===== config.mk =====
export PLATFORM = sky130hd
export DESIGN_NAME = timed_pending_match_table_top
export DESIGN_NICKNAME = d
export VERILOG_FILES = /design/src/tpmt_pkg.sv /design/src/timed_pending_match_table_top.sv
export VERILOG_INCLUDE_DIRS = /design/src /design/src/src
export SDC_FILE = /design/constraint.sdc
export NUM_CORES = 2
export LEC_CHECK = 0
export BUFFER_PORTS_ARGS = -buffer_cell sky130_fd_sc_hd__buf_2
export CELL_PAD_IN_SITES_DETAIL_PLACEMENT = 1
export CELL_PAD_IN_SITES_GLOBAL_PLACEMENT = 1
export CORE_ASPECT_RATIO = 0.9
export CORE_MARGIN = 2
export CORE_UTILIZATION = 25
export DETAILED_ROUTE_END_ITERATION = 10
export PLACE_DENSITY = 0.42
export SLEW_MARGIN = 15
export SYNTH_ARGS = -nofsm -noshare
export SYNTH_HDL_FRONTEND = slang
export SYNTH_SLANG_ARGS = --single-unit
export TNS_END_PERCENT = 100

===== constraint.sdc =====
create_clock -name clk -period 23.4 [get_ports clk]
set_clock_uncertainty 0.15 [all_clocks]
set_input_delay 2.34 -clock clk [delete_from_list [all_inputs] [get_ports clk]]
set_output_delay 2.34 -clock clk [all_outputs]
set_load 0.02 [all_outputs]

===== src/assert_macros.svh =====
// assertion macros used by the rtl top
// expects clk and arst_n in the scope where a macro is used
`ifndef ASSERT_MACROS_SVH
`define ASSERT_MACROS_SVH

// property checked at every rising edge, off while reset is asserted
`define ASSERT_CLK(label, prop, msg) \
	label: assert property (@(posedge clk) disable iff (!arst_n) (prop)) else $error(msg);

// condition that must never hold outside reset
`define ASSERT_NEVER(label, cond, msg) \
	label: assert property (@(posedge clk) disable iff (!arst_n) !(cond)) else $error(msg);

`endif


===== src/tpmt_pkg.sv =====
// types, constants and codes for the timed pending match table
// no dependencies
`default_nettype none

package tpmt_pkg;

	localparam int TABLE_DEPTH = 16;
	localparam int ADDR_W      = (TABLE_DEPTH > 1) ? $clog2(TABLE_DEPTH) : 1;
	localparam int CNT_W       = $clog2(TABLE_DEPTH + 1);
	localparam int TICK_W      = 48;
	localparam int ID_W        = 32;
	localparam int CAT_W       = 8;
	localparam int LIFE_W      = 32;

	localparam logic [TICK_W-1:0] TICK_MAX       = '1;
	localparam logic [LIFE_W-1:0] LIFETIME_RESET = 32'd2000;

	typedef enum logic [1:0] {
		CMD_TICK    = 2'd0,
		CMD_PUSH    = 2'd1,
		CMD_CONSUME = 2'd2,
		CMD_NONE    = 2'd3
	} cmd_t;

	typedef enum logic [1:0] {
		ST_DONE    = 2'd0,
		ST_MISS    = 2'd1,
		ST_FULL    = 2'd2,
		ST_IGNORED = 2'd3
	} status_t;

	typedef enum logic [1:0] {
		FSM_IDLE,
		FSM_SCAN,
		FSM_DONE
	} fsm_t;

	typedef struct packed {
		logic [ID_W-1:0]   aggressor;
		logic [ID_W-1:0]   target;
		logic [CAT_W-1:0]  category;
		logic              head_flag;
		logic [TICK_W-1:0] expiry;
	} record_t;

endpackage

`default_nettype wire


===== src/timed_pending_match_table_top.sv =====
// timed pending match table: record memory, compaction scan and command control
// depends on tpmt_pkg and assert_macros.svh
`default_nettype none

// Usage:
// An item (cmd, aggressor_id, target_id, category_in, head_flag_in) is taken
// at a rising edge with start high and busy low. cmd 0 advances the tick
// counter, cmd 1 pushes a record that lives lifetime_q ticks, cmd 2
// consumes the oldest live record matching target and aggressor.
// Every item gives exactly one result (found, category_out, head_flag_out,
// status), shown for one cycle with done high. The receiver cannot stall.
// Records live in a single-port-read, single-port-write memory kept in age
// order as a compact prefix. Each item sweeps the live records once, one
// memory read per cycle: expired records and the consumed one are dropped
// and the rest rewritten in order behind the read pointer. A push is then
// written at the end of the prefix.
// done is a register loaded from the final done state. busy stays high from
// the accept through that state, so no new item is taken while one is in
// progress, and is low again in the cycle done is high, so the next item can
// be taken at the end of that cycle. lifetime_q is written through cfg_we /
// cfg_wdata while idle: a rule for the user that the block does not enforce.
// Reset empties the table, clears the tick counter and loads a lifetime of
// 2000; no clearing pass is needed since the fill count marks the live range.
module timed_pending_match_table_top (
	input  wire                            clk,
	input  wire                            arst_n,
	input  wire                            cfg_we,
	input  wire [tpmt_pkg::LIFE_W-1:0]     cfg_wdata,
	input  wire                            start,
	output logic                           busy,
	input  wire [1:0]                      cmd,
	input  wire [tpmt_pkg::ID_W-1:0]       aggressor_id,
	input  wire [tpmt_pkg::ID_W-1:0]       target_id,
	input  wire [tpmt_pkg::CAT_W-1:0]      category_in,
	input  wire                            head_flag_in,
	output logic                           done,
	output logic                           found,
	output logic [tpmt_pkg::CAT_W-1:0]     category_out,
	output logic                           head_flag_out,
	output logic [1:0]                     status
);
	import tpmt_pkg::*;

	fsm_t                state_q, state_d;
	logic [TICK_W-1:0]   now_q;
	logic [LIFE_W-1:0]   lifetime_q;
	logic [CNT_W-1:0]    count_q;
	logic [CNT_W-1:0]    rd_ptr_q;
	logic [CNT_W-1:0]    wr_ptr_q;
	logic                hit_q;
	logic [CAT_W-1:0]    hit_cat_q;
	logic                hit_head_q;
	cmd_t                cmd_q;
	logic [ID_W-1:0]     aggr_q;
	logic [ID_W-1:0]     targ_q;
	logic [CAT_W-1:0]    cat_q;
	logic                head_q;
	logic                vld_s1;
	record_t             rec_s1;
	logic                done_q;
	logic                found_q;
	logic [CAT_W-1:0]    cat_out_q;
	logic                head_out_q;
	status_t             status_q;
	status_t             status_d;

	record_t             mem [TABLE_DEPTH];

	logic                accept;
	logic                rd_en;
	logic                expired_s1;
	logic                match_s1;
	logic                keep_s1;
	logic                push_ok;
	logic [TICK_W:0]     exp_sum;
	logic [TICK_W-1:0]   push_exp;
	logic                wr_en;
	record_t             wr_data;
	record_t             new_rec;

	assign accept = start && !busy;

	// read the next live record while the sweep runs
	assign rd_en = (state_q == FSM_SCAN) && (rd_ptr_q < count_q);

	// judge the record coming out of memory
	assign expired_s1 = rec_s1.expiry <= now_q;
	assign match_s1   = (cmd_q == CMD_CONSUME) && (targ_q != '0) && !hit_q
		&& (rec_s1.target == targ_q)
		&& ((rec_s1.aggressor == '0) || (rec_s1.aggressor == aggr_q))
		&& !expired_s1;
	assign keep_s1    = vld_s1 && !expired_s1 && !match_s1;

	// push expiry, saturated at the top of the tick range
	assign exp_sum  = {1'b0, now_q} + {{(TICK_W + 1 - LIFE_W){1'b0}}, lifetime_q};
	assign push_exp = exp_sum[TICK_W] ? TICK_MAX : exp_sum[TICK_W-1:0];
	assign push_ok  = (cmd_q == CMD_PUSH) && (targ_q != '0)
		&& (wr_ptr_q < CNT_W'(TABLE_DEPTH));

	always_comb begin
		new_rec.aggressor = aggr_q;
		new_rec.target    = targ_q;
		new_rec.category  = cat_q;
		new_rec.head_flag = head_q;
		new_rec.expiry    = push_exp;
	end

	// survivors go back behind the read pointer, a push lands at the end
	assign wr_en   = ((state_q == FSM_SCAN) && keep_s1) || ((state_q == FSM_DONE) && push_ok);
	assign wr_data = (state_q == FSM_SCAN) ? rec_s1 : new_rec;

	// record memory, read data registered
	always_ff @(posedge clk) begin
		if (wr_en) begin
			mem[wr_ptr_q[ADDR_W-1:0]] <= wr_data;
		end
		rec_s1 <= mem[rd_ptr_q[ADDR_W-1:0]];
	end

	// state register
	always_ff @(posedge clk or negedge arst_n) begin
		if (!arst_n) begin
			state_q <= FSM_IDLE;
		end else begin
			state_q <= state_d;
		end
	end

	// next state and busy
	always_comb begin
		state_d = state_q;
		busy    = 1'b1;
		case (state_q)
			FSM_IDLE: begin
				busy = 1'b0;
				if (start) begin
					state_d = FSM_SCAN;
				end
			end
			FSM_SCAN: begin
				if (!rd_en && !vld_s1) begin
					state_d = FSM_DONE;
				end
			end
			FSM_DONE: begin
				state_d = FSM_IDLE;
			end
			default: begin
				state_d = FSM_IDLE;
			end
		endcase
	end

	// control registers
	always_ff @(posedge clk or negedge arst_n) begin
		if (!arst_n) begin
			now_q      <= '0;
			lifetime_q <= LIFETIME_RESET;
			count_q    <= '0;
			rd_ptr_q   <= '0;
			wr_ptr_q   <= '0;
			hit_q      <= 1'b0;
			vld_s1     <= 1'b0;
			done_q     <= 1'b0;
		end else begin
			if (cfg_we) begin
				lifetime_q <= cfg_wdata;
			end
			vld_s1 <= rd_en;
			done_q <= (state_q == FSM_DONE);
			case (state_q)
				FSM_IDLE: begin
					if (start) begin
						rd_ptr_q <= '0;
						wr_ptr_q <= '0;
						hit_q    <= 1'b0;
						if ((cmd_t'(cmd) == CMD_TICK) && (now_q != TICK_MAX)) begin
							now_q <= now_q + 1'b1;
						end
					end
				end
				FSM_SCAN: begin
					if (rd_en) begin
						rd_ptr_q <= rd_ptr_q + 1'b1;
					end
					if (keep_s1) begin
						wr_ptr_q <= wr_ptr_q + 1'b1;
					end
					if (vld_s1 && match_s1) begin
						hit_q <= 1'b1;
					end
				end
				FSM_DONE: begin
					count_q <= push_ok ? wr_ptr_q + 1'b1 : wr_ptr_q;
				end
				default: begin
					hit_q <= 1'b0;
				end
			endcase
		end
	end

	// result status
	always_comb begin
		case (cmd_q)
			CMD_PUSH: begin
				if (targ_q == '0) begin
					status_d = ST_IGNORED;
				end else if (!push_ok) begin
					status_d = ST_FULL;
				end else begin
					status_d = ST_DONE;
				end
			end
			CMD_CONSUME: begin
				status_d = hit_q ? ST_DONE : ST_MISS;
			end
			default: begin
				status_d = ST_DONE;
			end
		endcase
	end

	// item payload, hit capture and result registers
	always_ff @(posedge clk) begin
		if (accept) begin
			cmd_q  <= cmd_t'(cmd);
			aggr_q <= aggressor_id;
			targ_q <= target_id;
			cat_q  <= category_in;
			head_q <= head_flag_in;
		end
		if ((state_q == FSM_SCAN) && vld_s1 && match_s1) begin
			hit_cat_q  <= rec_s1.category;
			hit_head_q <= rec_s1.head_flag;
		end
		if (state_q == FSM_DONE) begin
			found_q    <= hit_q;
			cat_out_q  <= hit_q ? hit_cat_q : '0;
			head_out_q <= hit_q && hit_head_q;
			status_q   <= status_d;
		end
	end

	assign done          = done_q;
	assign found         = found_q;
	assign category_out  = cat_out_q;
	assign head_flag_out = head_out_q;
	assign status        = status_q;

	`include "assert_macros.svh"

	`ASSERT_NEVER(a_count_bound, count_q > CNT_W'(TABLE_DEPTH), "record count above table depth")
	`ASSERT_CLK(a_wr_behind_rd, (state_q == FSM_SCAN) && vld_s1 |-> wr_ptr_q < rd_ptr_q, "compaction write overtook read")
	`ASSERT_CLK(a_done_pulse, done |=> !done, "result strobe longer than one cycle")
	`ASSERT_CLK(a_found_status, done && found |-> status == ST_DONE, "found with non-done status")
	`ASSERT_CLK(a_accept_busy, accept |=> busy && !done, "accepted item did not make block busy")

endmodule

`default_nettype wire


# Word-level counts from Yosys, hierarchy flattened
# Memory sizes are Yosys's and may differ from the RTL's. A register that Yosys moved wholly into a read port is not among the register bits.
# Cells that the tools add are included.
[word_totals]
regBits = 196
mem_bits_rw = 1936
in_bits = 111
output_inout_bits = 14
word_cells = 99
memories = 1
[memory_table]
columns = ["memory", "words", "width", "read_ports", "rd_clocked_by_memory_dff", "wr", "line", "source"]
rows = [
  ["mem", 16, 121, 1, 1, 1, "timed_pending_match_table_top.sv:67", "record_t mem [TABLE_DEPTH];"],
]
[op_classes]
addsub = 4
order_cmp = 3
eq_ne = 12
n_mux = 21
n_bitwise = 1
n_reduce_logical = 37
[op_table]
columns = ["operator", "n"]
rows = [
  ["121-bit two-way mux", 1],
  ["32-bit == test", 2],
  ["32-bit zero test", 2],
  ["48-bit by 32-bit adder with 49-bit output", 1],
  ["48-bit by 1-bit adder with 48-bit output (second input constant)", 1],
  ["48-bit less-or-equal comparator", 1],
  ["48-bit two-way mux", 1],
  ["48-bit inequality test (second input constant)", 1],
  ["32-bit nonzero test", 1],
  ["5-bit two-way mux", 4],
  ["5-bit case mux with 2 select lines", 2],
  ["1-bit logical AND", 19],
  ["3-bit AND reduction", 4],
  ["5-bit by 1-bit adder with 5-bit output (second input constant)", 2],
  ["2-bit two-way mux", 4],
  ["2-bit case mux with 2 select lines", 2],
  ["1-bit two-way mux", 6],
  ["2-bit inequality test (second input constant)", 3],
  ["1-bit zero test", 5],
  ["5-bit less-than comparator", 1],
  ["5-bit less-than comparator (second input constant)", 1],
  ["2-bit by 1-bit == test with 1-bit output (second input constant)", 2],
  ["2-bit == test (second input constant)", 2],
  ["2-bit zero test", 2],
  ["other kinds (6)", 8],
]

# Longest topological paths before layout
[logic_depth]
depth_word = 12
mapped_depth = 12

# Worst setup path after synthesis
# No wires, ideal clock.
[synth_timing]
kind = "flip-flop to flip-flop"
start = "register now_q[5]"
end = "memory mem[7][0] (netlist bit), enable pin"
arrival_ps = 14400
path_slack_ps = 7909
path_stages_with_launch = 12
path_buffers = 1
path_cell_list = "dfrtp_1 > inv_1 > ha_1 > a21oi_1 > o21ai_0 > nor2_1 > a211o_1 > o311a_1 > o211ai_2 > a21oi_2 > buf_4 > nor4b_1"
[synth_between]
elab_chain_cells = 9
[synth_lines]
columns = ["element", "line", "source"]
rows = [
  ["from (decl)", "timed_pending_match_table_top.sv:45", "logic [TICK_W-1:0] now_q;"],
  ["from (signal assigned)", "timed_pending_match_table_top.sv:178", "now_q <= now_q + 1'b1;"],
  ["48-bit less-or-equal comparator (*)", "timed_pending_match_table_top.sv:87", "assign expired_s1 = rec_s1.expiry <= now_q;"],
  ["1-bit zero test (*)", "timed_pending_match_table_top.sv:91, timed_pending_match_table_top.sv:92", ""],
  ["1-bit logical AND", "timed_pending_match_table_top.sv:91", "&& !expired_s1;"],
  ["1-bit zero test", "timed_pending_match_table_top.sv:92", "assign keep_s1 = vld_s1 && !expired_s1 && !match_s1;"],
  ["1-bit logical AND (*)", "timed_pending_match_table_top.sv:92", ""],
  ["1-bit logical AND (*)", "timed_pending_match_table_top.sv:109", "assign wr_en = ((state_q == FSM_SCAN) && keep_s1) || ((state_q == FSM_DONE) && push_ok);"],
  ["1-bit logical OR (*)", "timed_pending_match_table_top.sv:109", ""],
  ["1-bit two-way mux (*)", "timed_pending_match_table_top.sv:114", "if (wr_en) begin"],
  ["1-bit two-way mux (implied by the code) (*)", "timed_pending_match_table_top.sv:115", "mem[wr_ptr_q[ADDR_W-1:0]] <= wr_data;"],
  ["to (decl)", "timed_pending_match_table_top.sv:67", ""],
]
# Every way passes the cells marked *; elsewhere a longest branch is shown, timed or not.

# Worst setup path in the final report
[layout_timing]
start = "register now_q[5]"
end = "memory mem[1][6] (netlist bit), enable pin"
# The elaborated chain is that of the path after synthesis.

==> flow_summary.yaml <==
hold_path:
  hold_path.class: "register to register"
  min_from: "rec_s1[54]$_DFF_P_"
  whs_path_depth: 0
  min_to: "hit_cat_q[5]$_DFFE_PP_"
setup_path:
  cp_max_fo: 41
  crit_arrival_ns: 6.22
  cp.required_ns: 23.71
  r2r_cells: 14
  rr_startpoint: "now_q[5]$_DFFE_PN0P_"
  start_kind: "register"
  r2r_end: "mem[1][6]$_DFFE_PP_"
  crit_path_end_kind: "register"
  path_class: "register to register"
  reg2reg_slack_ns: 17.49
power:
  finalPower_uw: 14100
  p_switching_uw: 4520
  power_leakage_uw: 0.0320
  clkPwrFrac_pct: 26.8
  p_int_uw: 9580
  seqPwrFrac_pct: 44.3
  ir_drop_uv: 110
  p_per_area_nw_per_um2: 137
  share_comb_of_total_power_pct: 29.0
  swShare_pct: 32.1
timing:
  period_minus_slack_ns: 5.91
  setup_viol: 0
  finalCritPeriodShare_pct: 25.2
  report.final.slew_viol_count: 0
  hold_viol_final: 0
  slew_headroom_pct: 19.4
  fmax_ghz: 0.169
  hold_ws_ns: 0.294
  fin_tns_setup_ns: 0
  tightest_slew_ns: 1.21
  rsz0062_at_grt: "no"
place:
  placed_area_sq_um: 94900
  dp_hpwl_um: 138000
  io_buffers: 124
  place_congestion: 0.723
global_routing:
  grt.overflow.total: 0
  grt_pass1_vias: 46400
  gr-usage-all-layers_pct: 14.0
  grt_max_degree: 101
  antenna_found_initial: 34
  grt_pass1_wl_um: 362000
clocking:
  root_buffer: "clkbuf_16"
  cts_made_buffers: 245
  cts.repair.resized: 0
  clk_pin_slew_ns: 0.06
  hold_buffers: 0
  clock_path_buffers: 4
  cts_tree: "done"
  htree_levels: 4
  clkSinkCount: 2253
  cts_setup_buffers: 0
  clock_latency_ns: 0.93
synth:
  synth.area.top_cells: "edfxtp_1 69%, mux4_2 15%, dfxtp_1 2.8%, dfrtp_1 2.7%, ha_1 1.3%"
  synth_area_per_cell_sq_um: 20.7
  synth_cells: 4256
  synth_top_area_cell: "edfxtp_1"
  synth-edff-count: 2032
  synthArstFlopShare_pct: 4.44
  ys_warn_count: 0
  synth_seq_cells: 2253
  synth_seq_area_share_pct: 74.9
  synth_area_sq_um: 88000
  synthFlopType: "edfxtp_1"
  synth.distinct_cells: 81
  synth_top_cell_area_share_pct: 69.3
  synth.net_count: 4460
detailed_routing:
  routed_wl_um: 253000
  firstDrtPassIters: 5
  drtIter0Drc: 3254
  wl_per_cell_um: 26.8
  via_count: 42400
  ant_nets: 0
  vias_per_cell: 4.50
  drc: 0
floorplan:
  dieArea_sq_um: 357000
  core_sq_um: 350000
  std_cell_rows: 206
  die_w_um: 630
  io_pins: 125
  initial_core_util_pct: 25.1
  die_h_um: 567
flow_run:
  drv_cap: 0
cells_and_area:
  final_net_count: 4746
  area_growth_pct: 16.6
  final_cell_area_sq_um: 103000
  drive_gt1_share_pct: 27.0
run_status:
  outcome: "finished clean"
## cell usage after synthesis, drive strengths merged (8+ instances only)
| library cell | number |
|---|---|
| a21o | 26 |
| clkbuf | 119 |
| buf | 70 |
| xor2 | 28 |
| xnor2 | 122 |
| nor4 | 31 |
| dfrtp | 94 |
| nand4 | 43 |
| nand2 | 303 |
| nand2b | 8 |
| ha | 92 |
| nor2 | 96 |
| a21oi | 82 |
| edfxtp | 2032 |
| nor3 | 25 |
| a31oi | 29 |
| inv | 74 |
| and2 | 17 |
| o211ai | 8 |
| and3 | 12 |
| dfxtp | 121 |
| nand3 | 35 |
| a211oi | 14 |
| mux4 | 605 |
| o21ai | 36 |
| and4 | 9 |
| mux2 | 33 |
## sequential cells by signal, summed over array words and instances, names as in the netlist, 2 cells and up
register and count:
rec_s1 121, wr_ptr_q 5, lifetime_q 32, aggr_q 32, category_out 8, status 2, state_q 2, mem 1936
cat_q 8, rd_ptr_q 5, now_q 48, count_q 5, targ_q 32, hit_cat_q 8, cmd_q 2
## stage by stage
| stage | cells | setup slack (ns) | utilization [%] |
|---|---|---|---|
| finish | 9423 | 17.49 | 29.3 |
| global route | 9419 | 17.09 | 29.3 |
| CTS | 9418 | 17.31 | 29.3 |
| global placement | 8975 | 17.35 | 27.1 |
| floorplan | 4256 | 7.91 | - |
| detailed placement | 8975 | 17.35 | 27.1 |
## power groups by stage
stage | Clock [uW] | Combinational, uW | Sequential [uW]
after global routing | 4050 | 4490 | 6300
after detailed placement | 0 | 4200 | 6340
after global placement | 0 | 4160 | 6320
after floorplan | 0 | 2660 | 6250
after CTS | 3900 | 4210 | 6260
final | 3770 | 4090 | 6240
## layout make-up
| class | count | area [sq um] |
|---|---|---|
| diodes | 5 | 12.5 |
| repair buffers | 228 | 1550 |
| multi-input cells | 1740 | 21300 |
| clock buffers | 343 | 6750 |
| inverters | 74 | 280 |
| clock inverters | 100 | 937 |
| fillers | 35500 | 248000 |
| flip-flops and latches | 2253 | 66000 |
| well taps | 4680 | 5860 |
## how the worst max path moves through the flow
| stage | from | endpoint | slack [ns] | depth (start not counted) |
|---|---|---|---|---|
| 2_1_floorplan | now_q[5]$_DFFE_PN0P_ | mem[7][0]$_DFFE_PP_ | 7.91 | 11 |
| 3_3_place_gp | now_q[5]$_DFFE_PN0P_ | mem[1][10]$_DFFE_PP_ | 17.35 | 14 |
| 3_5_place_dp | now_q[5]$_DFFE_PN0P_ | mem[1][19]$_DFFE_PP_ | 17.35 | 14 |
| 4_1_cts | targ_q[25]$_DFFE_PP_ | mem[1][5]$_DFFE_PP_ | 17.31 | 12 |
| 5_1_grt | now_q[5]$_DFFE_PN0P_ | mem[1][5]$_DFFE_PP_ | 17.09 | 14 |
| 6_report | now_q[5]$_DFFE_PN0P_ | mem[1][6]$_DFFE_PP_ | 17.49 | 14 |
## cells by family after synthesis
family / share of synthesized area (%)
multiplexers: 16.0
adder cells (fa/ha/maj): 1.33
buffers and inverters: 1.19
XOR/XNOR: 1.50
AND/OR/NAND/NOR: 3.38
flip-flops: 74.9
AO/OA/AOI/OAI: 1.72
## placed cells by master, fill, tap and decap left out, drive strengths merged, types with 6 or more instances in the layout
master,instances
nand4,43
mux2i,7
clkinv,65
xnor2,122
nor2,96
dfstp,6
nor4bb,6
o21ai,36
or3,7
a211oi,14
edfxtp,2032
a21oi,82
nor4,31
bufinv,16
nand2b,8
dfrtp,94
nand2,303
dfxtp,121
and2,17
clkinvlp,12
and3,12
xor2,28
a21o,26
o21bai,7
a31oi,29
nor3,25
mux2,33
inv,81
ha,92
nand3,35
and4,9
o211ai,8
mux4,605
clkbuf,343
buf,228
nor4b,6
## critical path: stages (launching register included)
cell and delay [ns]:
dfrtp_1 0.48, inv_1 0.08, ha_1 0.33, a21oi_1 0.09, o21ai_0 0.28, nor2_1 0.08
a211o_1 0.30, o311a_1 0.26, o211ai_2 0.54, a21oi_2 0.09, buf_4 0.27, nor4b_2 0.32
buf_4 0.61, buf_4 0.85, buf_4 0.67
## layer usage
layer | vias up | part of all wire, % | GRT usage [%]
met1 | 23300 | 48 | 20.5
met3 | 329 | 3.5 | 1.83
met4 | 0 | 1.8 | 2.71
met5 | - | 0 | 0
met2 | 730 | 47 | 22.4
li1 | 18000 | - | -
Note: power is estimated with default switching activity, not from simulation.
